## config.mk

```make
export PLATFORM = sky130hd
export DESIGN_NAME = rv32i_instruction_decoder
export DESIGN_NICKNAME = d
export VERILOG_FILES = /design/src/rtl/rvdec_pkg.sv /design/src/rtl/rv32i_instruction_decoder.sv
export SDC_FILE = /design/constraint.sdc
export NUM_CORES = 1
export LEC_CHECK = 0
export ABC_AREA = 1
export BUFFER_PORTS_ARGS = -buffer_cell sky130_fd_sc_hd__buf_2
export CAP_MARGIN = 30
export CORE_AREA = 2 2 136 138
export CTS_BUF_LIST = sky130_fd_sc_hd__clkbuf_16
export DETAILED_ROUTE_END_ITERATION = 6
export DIE_AREA = 0 0 138 140
export PLACE_DENSITY = 0.77
export SLEW_MARGIN = 20
export SYNTH_ARGS = -nofsm -noshare
export SYNTH_HDL_FRONTEND = slang
export SYNTH_SLANG_ARGS = --single-unit
```

## constraint.sdc

```tcl
create_clock -name clock -period 3.8 [get_ports clock]
set_clock_uncertainty 0.05 [all_clocks]
set_input_delay 0.19 -clock clock [delete_from_list [all_inputs] [get_ports clock]]
set_output_delay 0.19 -clock clock [all_outputs]
set_load 0.005 [all_outputs]
```

## src/rtl/rvdec_pkg.sv

```systemverilog
// ----------------------------------------------------------------------------
// rvdec_pkg
// types and encodings shared by the rv32i instruction decoder
// ----------------------------------------------------------------------------
package rvdec_pkg;

   // major opcodes, bits 6..0 of the word
   localparam logic [6:0] OPC_LUI    = 7'h37;
   localparam logic [6:0] OPC_AUIPC  = 7'h17;
   localparam logic [6:0] OPC_JAL    = 7'h6f;
   localparam logic [6:0] OPC_JALR   = 7'h67;
   localparam logic [6:0] OPC_BRANCH = 7'h63;
   localparam logic [6:0] OPC_LOAD   = 7'h03;
   localparam logic [6:0] OPC_STORE  = 7'h23;
   localparam logic [6:0] OPC_OPIMM  = 7'h13;
   localparam logic [6:0] OPC_OP     = 7'h33;
   localparam logic [6:0] OPC_SYSTEM = 7'h73;

   // funct7 values that select the base and the alternate alu operation
   localparam logic [6:0] F7_BASE = 7'h00;
   localparam logic [6:0] F7_ALT  = 7'h20;

   // whole words of the two environment calls
   localparam logic [31:0] WORD_ECALL  = 32'h0000_0073;
   localparam logic [31:0] WORD_EBREAK = 32'h0010_0073;

   // instruction identifiers
   localparam logic [5:0] OP_ILLEGAL = 6'd0;
   localparam logic [5:0] OP_LUI     = 6'd1;
   localparam logic [5:0] OP_AUIPC   = 6'd2;
   localparam logic [5:0] OP_JAL     = 6'd3;
   localparam logic [5:0] OP_JALR    = 6'd4;
   localparam logic [5:0] OP_BEQ     = 6'd5;
   localparam logic [5:0] OP_BNE     = 6'd6;
   localparam logic [5:0] OP_BLT     = 6'd7;
   localparam logic [5:0] OP_BGE     = 6'd8;
   localparam logic [5:0] OP_BLTU    = 6'd9;
   localparam logic [5:0] OP_BGEU    = 6'd10;
   localparam logic [5:0] OP_LB      = 6'd11;
   localparam logic [5:0] OP_LH      = 6'd12;
   localparam logic [5:0] OP_LW      = 6'd13;
   localparam logic [5:0] OP_LBU     = 6'd14;
   localparam logic [5:0] OP_LHU     = 6'd15;
   localparam logic [5:0] OP_SB      = 6'd16;
   localparam logic [5:0] OP_SH      = 6'd17;
   localparam logic [5:0] OP_SW      = 6'd18;
   localparam logic [5:0] OP_ADDI    = 6'd19;
   localparam logic [5:0] OP_SLTI    = 6'd20;
   localparam logic [5:0] OP_SLTIU   = 6'd21;
   localparam logic [5:0] OP_XORI    = 6'd22;
   localparam logic [5:0] OP_ORI     = 6'd23;
   localparam logic [5:0] OP_ANDI    = 6'd24;
   localparam logic [5:0] OP_SLLI    = 6'd25;
   localparam logic [5:0] OP_SRLI    = 6'd26;
   localparam logic [5:0] OP_SRAI    = 6'd27;
   localparam logic [5:0] OP_ADD     = 6'd28;
   localparam logic [5:0] OP_SUB     = 6'd29;
   localparam logic [5:0] OP_SLL     = 6'd30;
   localparam logic [5:0] OP_SLT     = 6'd31;
   localparam logic [5:0] OP_SLTU    = 6'd32;
   localparam logic [5:0] OP_XOR     = 6'd33;
   localparam logic [5:0] OP_SRL     = 6'd34;
   localparam logic [5:0] OP_SRA     = 6'd35;
   localparam logic [5:0] OP_OR      = 6'd36;
   localparam logic [5:0] OP_AND     = 6'd37;
   localparam logic [5:0] OP_ECALL   = 6'd38;
   localparam logic [5:0] OP_EBREAK  = 6'd39;
   localparam logic [5:0] OP_CSRRW   = 6'd40;
   localparam logic [5:0] OP_CSRRS   = 6'd41;
   localparam logic [5:0] OP_CSRRC   = 6'd42;
   localparam logic [5:0] OP_CSRRWI  = 6'd43;
   localparam logic [5:0] OP_CSRRSI  = 6'd44;
   localparam logic [5:0] OP_CSRRCI  = 6'd45;

   typedef struct packed {
      logic [31:0] insn_word;
      logic [31:0] insn_addr;
   } req_type;

   typedef struct packed {
      logic [5:0]         op_id;
      logic [4:0]         dest_reg;
      logic [4:0]         src1_reg;
      logic [4:0]         src2_reg;
      logic signed [31:0] immediate;
      logic [11:0]        csr_number;
      logic [31:0]        target_addr;
   } rsp_type;

endpackage

```

## src/rtl/rv32i_instruction_decoder.sv

```systemverilog
// ----------------------------------------------------------------------------
// rv32i_instruction_decoder
// classifies one rv32i instruction word and extracts its fields
// ----------------------------------------------------------------------------
//
//   channel    ports                      direction  handshake
//   --------   ------------------------   ---------  -------------------------
//   request    start, busy, req_data      in         taken when start && !busy
//   response   rsp_strobe, rsp_data       out        one cycle, cannot stall
//
// one transaction is taken in every clock cycle; busy is always low
// rsp_strobe and the response come from the result register; the path runs
//   through an input register, then the decode and the 32-bit target adder,
//   then the result register
// the adder from the input register to the result register sets the clock rate
// reset clears both valid flags; payload registers are not reset
// there is no back-pressure, so nothing ever stalls inside the block
//
module rv32i_instruction_decoder (
   input  logic               clock,
   input  logic               reset,
   input  logic               start,
   output logic               busy,
   input  rvdec_pkg::req_type req_data,
   output logic               rsp_strobe,
   output rvdec_pkg::rsp_type rsp_data
);

   // input register
   logic               req_valid_ff;
   logic               req_valid_in;
   rvdec_pkg::req_type req_data_ff;

   // result register
   logic               rsp_valid_ff;
   rvdec_pkg::rsp_type rsp_data_ff;
   rvdec_pkg::rsp_type rsp_data_in;

   // decode signals
   logic [31:0] word;
   logic [31:0] addr;
   logic [6:0]  opc;
   logic [2:0]  funct3;
   logic [6:0]  funct7;
   logic [31:0] imm_i;
   logic [31:0] imm_s;
   logic [31:0] imm_b;
   logic [31:0] imm_j;
   logic [31:0] imm_u;
   logic [31:0] imm_shamt;
   logic [31:0] target_b;
   logic [31:0] target_j;
   logic [5:0]  op_sel;
   logic [31:0] imm_sel;
   logic [31:0] target_sel;

   // the decoder never holds requests off
   assign busy         = 1'b0;
   assign req_valid_in = start & ~busy;

   always_ff @(posedge clock) begin
      if (reset) begin
         req_valid_ff <= 1'b0;
         rsp_valid_ff <= 1'b0;
      end else begin
         req_valid_ff <= req_valid_in;
         rsp_valid_ff <= req_valid_ff;
      end
   end

   // payload, no reset
   always_ff @(posedge clock) begin
      if (req_valid_in) begin
         req_data_ff <= req_data;
      end
      if (req_valid_ff) begin
         rsp_data_ff <= rsp_data_in;
      end
   end

   // field extraction
   assign word   = req_data_ff.insn_word;
   assign addr   = req_data_ff.insn_addr;
   assign opc    = word[6:0];
   assign funct3 = word[14:12];
   assign funct7 = word[31:25];

   // immediates of each format, sign taken from bit 31; the shift amount is zero-extended
   assign imm_i     = {{20{word[31]}}, word[31:20]};
   assign imm_s     = {{20{word[31]}}, word[31:25], word[11:7]};
   assign imm_b     = {{20{word[31]}}, word[7], word[30:25], word[11:8], 1'b0};
   assign imm_j     = {{12{word[31]}}, word[19:12], word[20], word[30:21], 1'b0};
   assign imm_u     = {word[31:12], 12'h000};
   assign imm_shamt = {27'd0, word[24:20]};

   // both targets wrap modulo 2^32
   assign target_b = addr + imm_b;
   assign target_j = addr + imm_j;

   // classification; illegal words leave immediate and target at zero
   always_comb begin
      op_sel     = rvdec_pkg::OP_ILLEGAL;
      imm_sel    = 32'd0;
      target_sel = 32'd0;
      unique case (opc)
         rvdec_pkg::OPC_LUI: begin
            op_sel  = rvdec_pkg::OP_LUI;
            imm_sel = imm_u;
         end
         rvdec_pkg::OPC_AUIPC: begin
            op_sel  = rvdec_pkg::OP_AUIPC;
            imm_sel = imm_u;
         end
         rvdec_pkg::OPC_JAL: begin
            op_sel     = rvdec_pkg::OP_JAL;
            imm_sel    = imm_j;
            target_sel = target_j;
         end
         rvdec_pkg::OPC_JALR: begin
            // funct3 not checked
            op_sel  = rvdec_pkg::OP_JALR;
            imm_sel = imm_i;
         end
         rvdec_pkg::OPC_BRANCH: begin
            unique case (funct3)
               3'd0:    op_sel = rvdec_pkg::OP_BEQ;
               3'd1:    op_sel = rvdec_pkg::OP_BNE;
               3'd4:    op_sel = rvdec_pkg::OP_BLT;
               3'd5:    op_sel = rvdec_pkg::OP_BGE;
               3'd6:    op_sel = rvdec_pkg::OP_BLTU;
               3'd7:    op_sel = rvdec_pkg::OP_BGEU;
               default: op_sel = rvdec_pkg::OP_ILLEGAL;
            endcase
            if (op_sel != rvdec_pkg::OP_ILLEGAL) begin
               imm_sel    = imm_b;
               target_sel = target_b;
            end
         end
         rvdec_pkg::OPC_LOAD: begin
            unique case (funct3)
               3'd0:    op_sel = rvdec_pkg::OP_LB;
               3'd1:    op_sel = rvdec_pkg::OP_LH;
               3'd2:    op_sel = rvdec_pkg::OP_LW;
               3'd4:    op_sel = rvdec_pkg::OP_LBU;
               3'd5:    op_sel = rvdec_pkg::OP_LHU;
               default: op_sel = rvdec_pkg::OP_ILLEGAL;
            endcase
            if (op_sel != rvdec_pkg::OP_ILLEGAL) begin
               imm_sel = imm_i;
            end
         end
         rvdec_pkg::OPC_STORE: begin
            unique case (funct3)
               3'd0:    op_sel = rvdec_pkg::OP_SB;
               3'd1:    op_sel = rvdec_pkg::OP_SH;
               3'd2:    op_sel = rvdec_pkg::OP_SW;
               default: op_sel = rvdec_pkg::OP_ILLEGAL;
            endcase
            if (op_sel != rvdec_pkg::OP_ILLEGAL) begin
               imm_sel = imm_s;
            end
         end
         rvdec_pkg::OPC_OPIMM: begin
            unique case (funct3)
               3'd0: begin
                  op_sel  = rvdec_pkg::OP_ADDI;
                  imm_sel = imm_i;
               end
               3'd1: begin
                  // slli takes any funct7
                  op_sel  = rvdec_pkg::OP_SLLI;
                  imm_sel = imm_shamt;
               end
               3'd2: begin
                  op_sel  = rvdec_pkg::OP_SLTI;
                  imm_sel = imm_i;
               end
               3'd3: begin
                  op_sel  = rvdec_pkg::OP_SLTIU;
                  imm_sel = imm_i;
               end
               3'd4: begin
                  op_sel  = rvdec_pkg::OP_XORI;
                  imm_sel = imm_i;
               end
               3'd5: begin
                  if (funct7 == rvdec_pkg::F7_BASE) begin
                     op_sel  = rvdec_pkg::OP_SRLI;
                     imm_sel = imm_shamt;
                  end else if (funct7 == rvdec_pkg::F7_ALT) begin
                     op_sel  = rvdec_pkg::OP_SRAI;
                     imm_sel = imm_shamt;
                  end
               end
               3'd6: begin
                  op_sel  = rvdec_pkg::OP_ORI;
                  imm_sel = imm_i;
               end
               default: begin
                  op_sel  = rvdec_pkg::OP_ANDI;
                  imm_sel = imm_i;
               end
            endcase
         end
         rvdec_pkg::OPC_OP: begin
            // only add/sub and srl/sra look at funct7
            unique case (funct3)
               3'd0: begin
                  if (funct7 == rvdec_pkg::F7_BASE) begin
                     op_sel = rvdec_pkg::OP_ADD;
                  end else if (funct7 == rvdec_pkg::F7_ALT) begin
                     op_sel = rvdec_pkg::OP_SUB;
                  end
               end
               3'd1:    op_sel = rvdec_pkg::OP_SLL;
               3'd2:    op_sel = rvdec_pkg::OP_SLT;
               3'd3:    op_sel = rvdec_pkg::OP_SLTU;
               3'd4:    op_sel = rvdec_pkg::OP_XOR;
               3'd5: begin
                  if (funct7 == rvdec_pkg::F7_BASE) begin
                     op_sel = rvdec_pkg::OP_SRL;
                  end else if (funct7 == rvdec_pkg::F7_ALT) begin
                     op_sel = rvdec_pkg::OP_SRA;
                  end
               end
               3'd6:    op_sel = rvdec_pkg::OP_OR;
               default: op_sel = rvdec_pkg::OP_AND;
            endcase
         end
         rvdec_pkg::OPC_SYSTEM: begin
            // ecall and ebreak match the whole word
            if (word == rvdec_pkg::WORD_ECALL) begin
               op_sel = rvdec_pkg::OP_ECALL;
            end else if (word == rvdec_pkg::WORD_EBREAK) begin
               op_sel = rvdec_pkg::OP_EBREAK;
            end else begin
               unique case (funct3)
                  3'd1:    op_sel = rvdec_pkg::OP_CSRRW;
                  3'd2:    op_sel = rvdec_pkg::OP_CSRRS;
                  3'd3:    op_sel = rvdec_pkg::OP_CSRRC;
                  3'd5:    op_sel = rvdec_pkg::OP_CSRRWI;
                  3'd6:    op_sel = rvdec_pkg::OP_CSRRSI;
                  3'd7:    op_sel = rvdec_pkg::OP_CSRRCI;
                  default: op_sel = rvdec_pkg::OP_ILLEGAL;
               endcase
            end
         end
         default: begin
            op_sel = rvdec_pkg::OP_ILLEGAL;
         end
      endcase
   end

   // register and csr fields pass through raw, even for illegal words
   always_comb begin
      rsp_data_in.op_id       = op_sel;
      rsp_data_in.dest_reg    = word[11:7];
      rsp_data_in.src1_reg    = word[19:15];
      rsp_data_in.src2_reg    = word[24:20];
      rsp_data_in.immediate   = $signed(imm_sel);
      rsp_data_in.csr_number  = word[31:20];
      rsp_data_in.target_addr = target_sel;
   end

   assign rsp_strobe = rsp_valid_ff;
   assign rsp_data   = rsp_data_ff;

endmodule
```

==> metrics.txt, run 1 <==
routed wl met2 roughly 14,000 um; via count 9,779; cell type with the largest total area after synthesis edfxtp_1; routed length per instance 17.5 um; GP Congestion a little under 1; library cells used by synthesis between 40 and 50; synthesis-stage register bit count 158; worst rel slew slack 43.7%; Post-Synthesis Cells between 1,000 and 1,500; io pins 166; Final #Nets about 1,700; Max Clock Freq roughly 0.36 GHz; Tmin final ~2800 ps; worst slack, placed 924 ps; Cell Rows 49; ys async rst share 0%; share of cells above drive strength 1 between 10% and 20%; CTS Buf Count 17; die width 138 um; CP max-delay cell nor2_4; final setup fails 0; number of synthesized flops with an enable pin 156; TritonCTS clock tree done; maxcap violations 0; full die area 19,300 um2; first-pass GRT wire length just under 50,000 um; antenna violations before repair 0; Clock Latency Late Sink between 400 and 500 ps; Final period util approximately three quarters; post-synthesis cell area between 10,000 and 15,000 um2; area added between synthesis and finish 22.3%; Final ANT Viol Nets 0; H-tree depth reported by CTS 4; largest net degree at the start of global routing between 60 and 70; most common cell in the netlist nand2_1; TritonRoute pass-1 iters 6; synth cell count leaders 456 x nand2_1, 199 x inv_1, 156 x edfxtp_1, 124 x nand3_1, 99 x nor2_1; footprint of the multi-input gates ~4500 um2; Routed Wire Length around 31,000 um; Storage cell area ~4700 um2; Critical Path Stages 9; CP Class reg2reg; Vias/cell approximately 5.5; capture point of the critical path rsp_data[61]$_DFFE_PP_; r2r endpoint rsp_data[61]$_DFFE_PP_; Syn Area/Cell approximately 7.8 um2; CP Data Required Time around 4100 ps; Iter 0 DRT Violations roughly 860; final worst setup slack around 1000 ps; aggregate global-route resource usage about a third; R2R cell count 9; Least-Margin Pin Slew around 840 ps; hpwl dp around 22,000 um; met1 wire length 13,600 um; VDD IR max 0.381 mV; final hold vios 0; total negative setup slack 0 ps; RSZ-0062 raised after global routing false; power density over the cells between 400 and 500 nW/um2; Slew Viols, Final 0; cell at the root of the clock tree clkbuf_16; CP startpoint word[6]$_DFFE_PP_; crit-path cells nand3_1 -> inv_2 -> nand2_2 -> nor2_4 -> inv_2 -> nand2_2 -> o21ai_2 -> buf_6 -> nand2_1; total number of yosys warnings 0; port bufs approximately 160; Setup crit start kind flop; largest stage delay on the critical path roughly 600 ps; ys flop type edfxtp_1; met3 WL 2490 um; CTS Buffer Depth 2; Core Box Area around 18,000 um2; Bufs and invs on worst path 3; Initial Util ~57%; Crit Reg-Reg Startpoint word[6]$_DFFE_PP_; number of global-route vias before repair 9,254; # diodes 0; DIE HEIGHT 140 um; Max Fanout on Critical Path 23; Filler Cell Count roughly 1,400; outcome complete, no violations; total grt overflow 0; R2R Setup Slk approximately 1000 ps; CTS Sinks around 160; Synth area leaders edfxtp_1 46%, nand2_1 17%, inv_1 7.3%; crit end category flop; syn_nets 1,420; Leak a little over 6 nW; register clock-pin slew on the reported worst setup and hold paths around 70 ps; uppermost layer routed met4; residual DRC count 0; WP data arrival between 3000 and 4000 ps; hold crit path type in2reg; Top delay family on crit path simple AND/OR/NAND/NOR gates; Yosys top cell area share a little under half; sequential fraction of the synthesis area a little under half
-- through the flow --
step	instances	power, mW	util [%]	hold WS, ps	area (um2)
4_1_cts	1782	5.06	70.1	159	12500
3_3_place_gp	1684	3.26	63.0	311	11200
2_1_floorplan	1308	2.90	-	211	10200
3_5_place_dp	1685	3.28	63.1	318	11200
5_1_grt	1783	5.31	70.1	174	12500
6_report	1783	5.08	70.1	158	12500
-- worst min-delay path by stage --
stage                 start  cells past startpoint                 endpoint  slack (ps)
3_3_place_gp          reset                      2  req_valid_ff$_SDFF_PP0_         310
6_report              start                      1       addr[29]$_DFFE_PP_         160
3_5_place_dp   req_data[19]                      1       addr[19]$_DFFE_PP_         320
2_1_floorplan         reset                      1  req_valid_ff$_SDFF_PP0_         210
5_1_grt               start                      1       word[31]$_DFFE_PP_         170
4_1_cts               start                      1       addr[29]$_DFFE_PP_         160
-- layout by cell type (no fill, tap or decap), types with 2 or more instances in the layout --
cell type | Yosys | routed
o21ai_0 | 26 | 26
o21bai_1 | 5 | 5
inv_8 | 0 | 3
nand2_1 | 456 | 456
nor3_2 | 3 | 3
o22ai_1 | 3 | 3
buf_2 | 11 | 164
buf_4 | 8 | 6
o21ai_1 | 8 | 8
dlygate4sd3_1 | 0 | 65
or2_2 | 5 | 5
nand4_1 | 15 | 15
clkbuf_16 | 0 | 17
o211ai_1 | 2 | 2
a21boi_0 | 3 | 3
inv_6 | 0 | 6
nor2_1 | 99 | 99
edfxtp_1 | 156 | 156
nand3b_1 | 5 | 5
nand2_2 | 7 | 7
nand3_2 | 12 | 12
a31oi_1 | 2 | 2
ha_1 | 43 | 43
a22o_1 | 2 | 2
clkinv_8 | 0 | 2
nand3_1 | 124 | 124
o31ai_1 | 3 | 3
clkinv_2 | 1 | 2
inv_2 | 7 | 7
a21oi_1 | 57 | 57
nor3_1 | 18 | 18
inv_1 | 199 | 199
xnor2_1 | 7 | 7
fa_1 | 2 | 2
-- metal layers --
metal,track usage (%),vias up
li1,-,4738
met1,45.4,4462
met2,52.8,512
met3,5.16,67
met4,9.99,0
met5,0,-
-- cell type report --
type,count,area share [%]
Inverter,207,6.24
Tap cell,229,2.30
Timing Repair Buffer,237,12.4
Clock buffer,17,3.41
Multi-Input combinational cell,920,36.4
Sequential cell,158,37.9
Clock inverter,15,1.32
-- logic make-up (layout without fill, tap and decap cells) --
family,after synthesis,count (layout),synth area share (%)
other cells,1,1,0.0368
buf+inv,230,476,9.07
compound gates,114,114,6.24
simple gates,752,752,32.0
flops,158,158,46.3
xor+xnor,8,8,0.687
fa+ha+maj,45,45,5.67
-- state kept, by name, summed over array words and instances, names as in the netlist --
| register | cells |
|---|---|
| addr | 32 |
| req_valid_ff | 1 |
| rsp_data | 92 |
| rsp_strobe | 1 |
| word | 32 |
-- where the power goes --
group	switching, mW	internal, mW
registers	0.110	2.05
logic	0.758	0.417
clock network	0.808	0.935
-- repair_timing --
action,in CTS,in global routing
hold buffers,65,0
setup buffers,0,0
resized for setup,0,0
endpoints found under the hold margin,66,0
(Power assumes the default switching activity.)
==> inputs of run 2 (changes only) <==
clock period = 2.9 ns   (was 3.8 ns; I/O delays follow)
==> run 2 against run 1 <==
Net effect: critical path type unchanged; worst hold slack about the same; first-iteration DRC count increased by 10%; sequential power increased by 30%; the flow now finishes with violations (design-rule violations).
==> metrics.txt, run 2 (synthesis results as in run 1) <==
final instance area between 10,000 and 15,000 um2; Filler Cell Count roughly 1,400; aggregate global-route resource usage about a third; io pins approximately 170; Iter 0 DRT Violations 950; Final #Nets about 1,700; CTS Sinks around 160; TritonCTS clock tree done; largest stage delay on the critical path roughly 470 ps; Top delay family on crit path simple AND/OR/NAND/NOR gates; final hold vios 0; CTS Buffer Depth 2; port bufs approximately 160; P_sw 2.27 mW; # diodes 0; Final ANT Viol Nets 0; cell at the root of the clock tree clkbuf_16; failing checks design-rule violations; footprint of the multi-input gates roughly 4500 um2; Max Clock Freq a little under 0.4 GHz; final setup fails 0; worst slack, placed between 400 and 500 ps; WP data arrival roughly 2800 ps; share of cells above drive strength 1 16.7%; Max Fanout on Critical Path 27; Vias/cell around 5.5; routed length per instance 17.0 um; final worst setup slack approximately 310 ps; area added between synthesis and finish 23.8%; Pint around 4.4 mW; die width about 140 um; Routed Wire Length about 30,000 um; Clock Latency Late Sink 440 ps; post-layout util approximately 70%; DIE HEIGHT around 140 um; number of global-route vias before repair roughly 9,400; largest net degree at the start of global routing 66; hpwl dp between 20,000 and 25,000 um; VDD IR max between 0.5 and 0.6 mV; worst rel slew slack between 60% and 70%; outcome complete, but fails checks; first-pass GRT wire length between 40,000 and 50,000 um; Clock power frac between 30% and 40%; TritonRoute pass-1 iters 7; area post-placement 11,400 um2; crit-path cells buf_12 -> ha_1 -> nand2_1 -> nor2_1 -> inv_1 -> nor3_1 -> nand3_1 -> nand2_1 -> nand2_1 -> nand3_1 -> nand2_1; most frequent cells in the layout 456 x nand2_1, 199 x inv_1, 164 x buf_2, 156 x edfxtp_1, 124 x nand3_1; Leak 6.14 nW; Setup crit start kind flop; Bufs and invs on worst path 2; antenna violations before repair 0; CP Data Required Time about 3100 ps; total negative setup slack 0 ps; Slew Viols, Final 0; max reg flops 92; via count 9,918; switching share of power 33.9%; total grt overflow 0; CTS Buf Count 17; CP max-delay cell ha_1; Storage cell area 4730 um2; crit end category flop; Flop pwr share a little over two fifths; RSZ-0062 raised after global routing false; power density over the cells about 530 nW/um2; Final period util 89.3%; residual DRC count 2; Initial Util between 50% and 60%; Gate power share 23.7%; H-tree depth reported by CTS 4; maxcap violations 0; crit-path most repeated cell nand2_1; CP Class reg2reg; full die area 19,300 um2; commonest non-fill, non-tap cell in the layout nand2_1; register clock-pin slew on the reported worst setup and hold paths 80 ps; GP Congestion approximately 1.0; Least-Margin Pin Slew about 590 ps; hold crit path type in2reg; Tmin final between 2000 and 3000 ps; Cell Rows 49; Core Box Area roughly 18,000 um2
-- run 2: cell count changes in the layout (fill, tap and decap cells not counted), sizes merged --
cell / previous run / this run
clkinvlp: 1 / 0
buf: 172 / 186
clkinv: 5 / 8
inv: 215 / 214
bufinv: 1 / 0
-- run 2: area by class of cell --
class / count / area share, %
clock inverter: 15 / 1.48
clock buffer: 17 / 3.37
timing repair buffer: 251 / 13.3
tap: 229 / 2.27
sequential: 158 / 37.5
inverter: 207 / 6.17
multi-input combinational: 920 / 36.0
-- run 2: final timing paths --
| check | startpoint | endpoint | slack, ps | cells past startpoint |
|---|---|---|---|---|
| min | start | req_valid_ff$_SDFF_PP0_ | 160 | 4 |
| max reg2reg | word[31]$_DFFE_PP_ | rsp_data[27]$_DFFE_PP_ | 310 | 11 |
| max | word[31]$_DFFE_PP_ | rsp_data[27]$_DFFE_PP_ | 310 | 11 |
| min reg2reg | word[29]$_DFFE_PP_ | rsp_data[41]$_DFFE_PP_ | 500 | 0 |
-- run 2: worst reg2reg max path: stages, from the launching register on --
cell and delay, ps:
edfxtp_1 420, buf_12 200, ha_1 470, nand2_1 150, nor2_1 270, inv_1 100, nor3_1 260, nand3_1 170
nand2_1 110, nand2_1 50, nand3_1 70, nand2_1 50
-- run 2: metal layers --
layer	track usage, %	vias to the layer above	wire, um
met2	51.2	599	13900
met4	14.7	0	1190
met3	5.91	85	3140
met5	0	-	0
li1	-	4775	-
met1	42.6	4459	12400
-- run 2: metrics by stage --
step                      hold slack, ps  instances  power [mW]
after detailed placement             266       1700        4.31
after global placement               264       1700        4.28
after CTS                            158       1797        6.66
after global routing                 189       1797        6.99
after floorplan                      166       1308        3.80
final                                158       1797        6.69
-- run 2: power groups by stage --
stage                     clock (mW)  sequential (mW)  combinational, mW
after global placement             0             2.84               1.44
after floorplan                    0             2.84              0.965
final                           2.31             2.80               1.58
after global routing            2.42             2.81               1.76
after CTS                       2.33             2.79               1.54
after detailed placement           0             2.84               1.47
-- run 2: what timing repair did --
action,CTS,global route
gates resized for setup,0,0
endpoints found under the hold margin,66,0
hold buffers,65,0
buffers inserted,0,0
setup endpoints to repair,0,0
==> inputs of run 3 (changes only) <==
PLACE_DENSITY = 0.92   (was 0.77)
RECOVER_POWER = 100   (was not set)
==> run 3 against run 2 <==
Net effect: the run ends with design-rule violations, max-capacitance violations, max-slew violations left; non-clock buffer count shrank 4; register-to-register slack lost 110 ps; via count grew 4.3%; sequential cell count is the same; wire length grew 7.5%; critical path depth is the same; largest cell class unchanged.
==> metrics.txt, run 3 (synthesis results as in run 1) <==
Final ANT Viol Nets 0; final hold vios 0; failing checks design-rule violations, max-capacitance violations, max-slew violations; Filler Cell Count approximately 1,400; CTS resizes 0; Final period util around 93%; aggregate global-route resource usage 33.5%; die width 138 um; port bufs around 160; Max Fanout on Critical Path 26; Cell Rows just under 50; Cells after DPL ~1,700; Storage cell area about 4700 um2; cell at the root of the clock tree clkbuf_16; residual DRC count 10; r2r endpoint rsp_data[17]$_DFFE_PP_; Clock Latency Late Sink ~440 ps; post-route insts no fill approximately 1,800; CTS Sinks around 160; maxcap violations 1; H-tree depth reported by CTS 4; Leak about 5.9 nW; Least-Margin Pin Slew between 1500 and 2000 ps; RSZ-0062 raised after global routing false; TritonRoute pass-1 iters 7; hpwl dp 22,600 um; Routed Wire Length ~33,000 um; Initial Util between 50 and 60%; power density over the cells approximately 550 nW/um2; first-pass GRT wire length roughly 51,000 um; total grt overflow 0; Iter 0 DRT Violations approximately 1,200; total negative setup slack 0 ps; Setup crit start kind flop; Tmin final between 2000 and 3000 ps; CP startpoint word[31]$_DFFE_PP_; Core Box Area roughly 18,000 um2; largest net degree at the start of global routing 45; hold crit path type in2reg; GP Congestion roughly 1.0; total chip power approximately 7 mW; routed length per instance 18.3 um; outcome complete, but fails checks; footprint of the multi-input gates 4480 um2; CP Class reg2reg; CP Data Required Time approximately 3000 ps; max reg flops 92; area added between synthesis and finish 22.0%; crit end category flop; Final #Nets roughly 1,700; post-CTS repair timing setup buffer count 0; Slew Viols, Final 27; VDD IR max 0.522 mV; antenna violations before repair 0; TritonCTS clock tree done; register clock-pin slew on the reported worst setup and hold paths about 80 ps; final setup fails 0; io pins around 170; DIE HEIGHT around 140 um; Max Clock Freq approximately 0.37 GHz; most frequent cells in the layout 456 x nand2_1, 203 x inv_1, 156 x edfxtp_1, 135 x nand3_1, 109 x buf_2; WP data arrival approximately 2800 ps; Vias/cell around 5.8; via count a little over 10,000; R2R cell count 11; commonest non-fill, non-tap cell in the layout nand2_1; Crit Reg-Reg Startpoint word[31]$_DFFE_PP_; CTS Buffer Depth 2; CTS Buf Count 17; capture point of the critical path rsp_data[17]$_DFFE_PP_; full die area between 15,000 and 20,000 um2; number of global-route vias before repair 9,970; share of cells above drive strength 1 around 12%; R2R Setup Slk between 200 and 250 ps; worst rel slew slack -11.1%
run 3: cell types whose count changed in the layout (fill, tap and decap cells not counted), sizes merged:
cell,change
buf,-67
clkinv,-4
bufinv,+3
diode,+1
clkbuf,+63
inv,+1
run 3: stage by stage:
| stage | utilization, % | hold WS (ps) | instance area (um2) | worst slack [ps] |
|---|---|---|---|---|
| after floorplan | - | 166 | 10200 | 91.1 |
| after global placement | 63.7 | 257 | 11300 | 413 |
| after detailed placement | 63.7 | 263 | 11300 | 367 |
| after CTS | 71.0 | 186 | 12600 | 289 |
| after global routing | 70.0 | 367 | 12400 | 105 |
| final | 70.0 | 360 | 12400 | 205 |
run 3: worst min path at each step:
stage	startpoint	end	cells after the start
global placement	reset	req_valid_ff$_SDFF_PP0_	2
global route	req_data[46]	word[14]$_DFFE_PP_	2
CTS	start	req_valid_ff$_SDFF_PP0_	3
detailed placement	reset	req_valid_ff$_SDFF_PP0_	2
finish	req_data[59]	word[27]$_DFFE_PP_	2
floorplan	reset	req_valid_ff$_SDFF_PP0_	1
run 3: power by group:
group,internal (mW),switching [mW]
sequential,2.68,0.113
combinational,0.542,1.07
clock,1.41,1.07
run 3: final cells by class:
cell class | count | area share [%]
clock inverter | 15 | 1.77
inverter | 207 | 6.26
clock buffer | 17 | 3.42
tap | 229 | 2.30
timing repair buffer | 247 | 12.2
sequential | 158 | 38.0
multi-input combinational | 920 | 36.0
antenna | 1 | 0.0201
run 3: what timing repair did:
action,in CTS,in global routing
hold buffers,65,0
endpoints found under the hold margin,66,0
endpoints found under the setup margin,0,0
run 3: routing by layer:
| layer | GRT usage [%] | part of all wire, % | wire length (um) | vias up |
|---|---|---|---|---|
| li1 | - | - | - | 4756 |
| met1 | 41.7 | 37 | 12100 | 4642 |
| met2 | 55.1 | 46 | 15200 | 771 |
| met3 | 7.90 | 12 | 3840 | 171 |
| met4 | 16.9 | 4.9 | 1620 | 0 |
| met5 | 0 | 0 | 0 | - |
run 3: worst max-delay path, cell delays in order, from the launching register on:
cell and delay (ps):
edfxtp_1 430, buf_12 200, ha_1 480, nand2_1 160, nor2_1 330, inv_1 90, o21bai_1 210, inv_1 80
nand2_1 60, nand2_1 60, nand3_1 70, o21ai_0 180
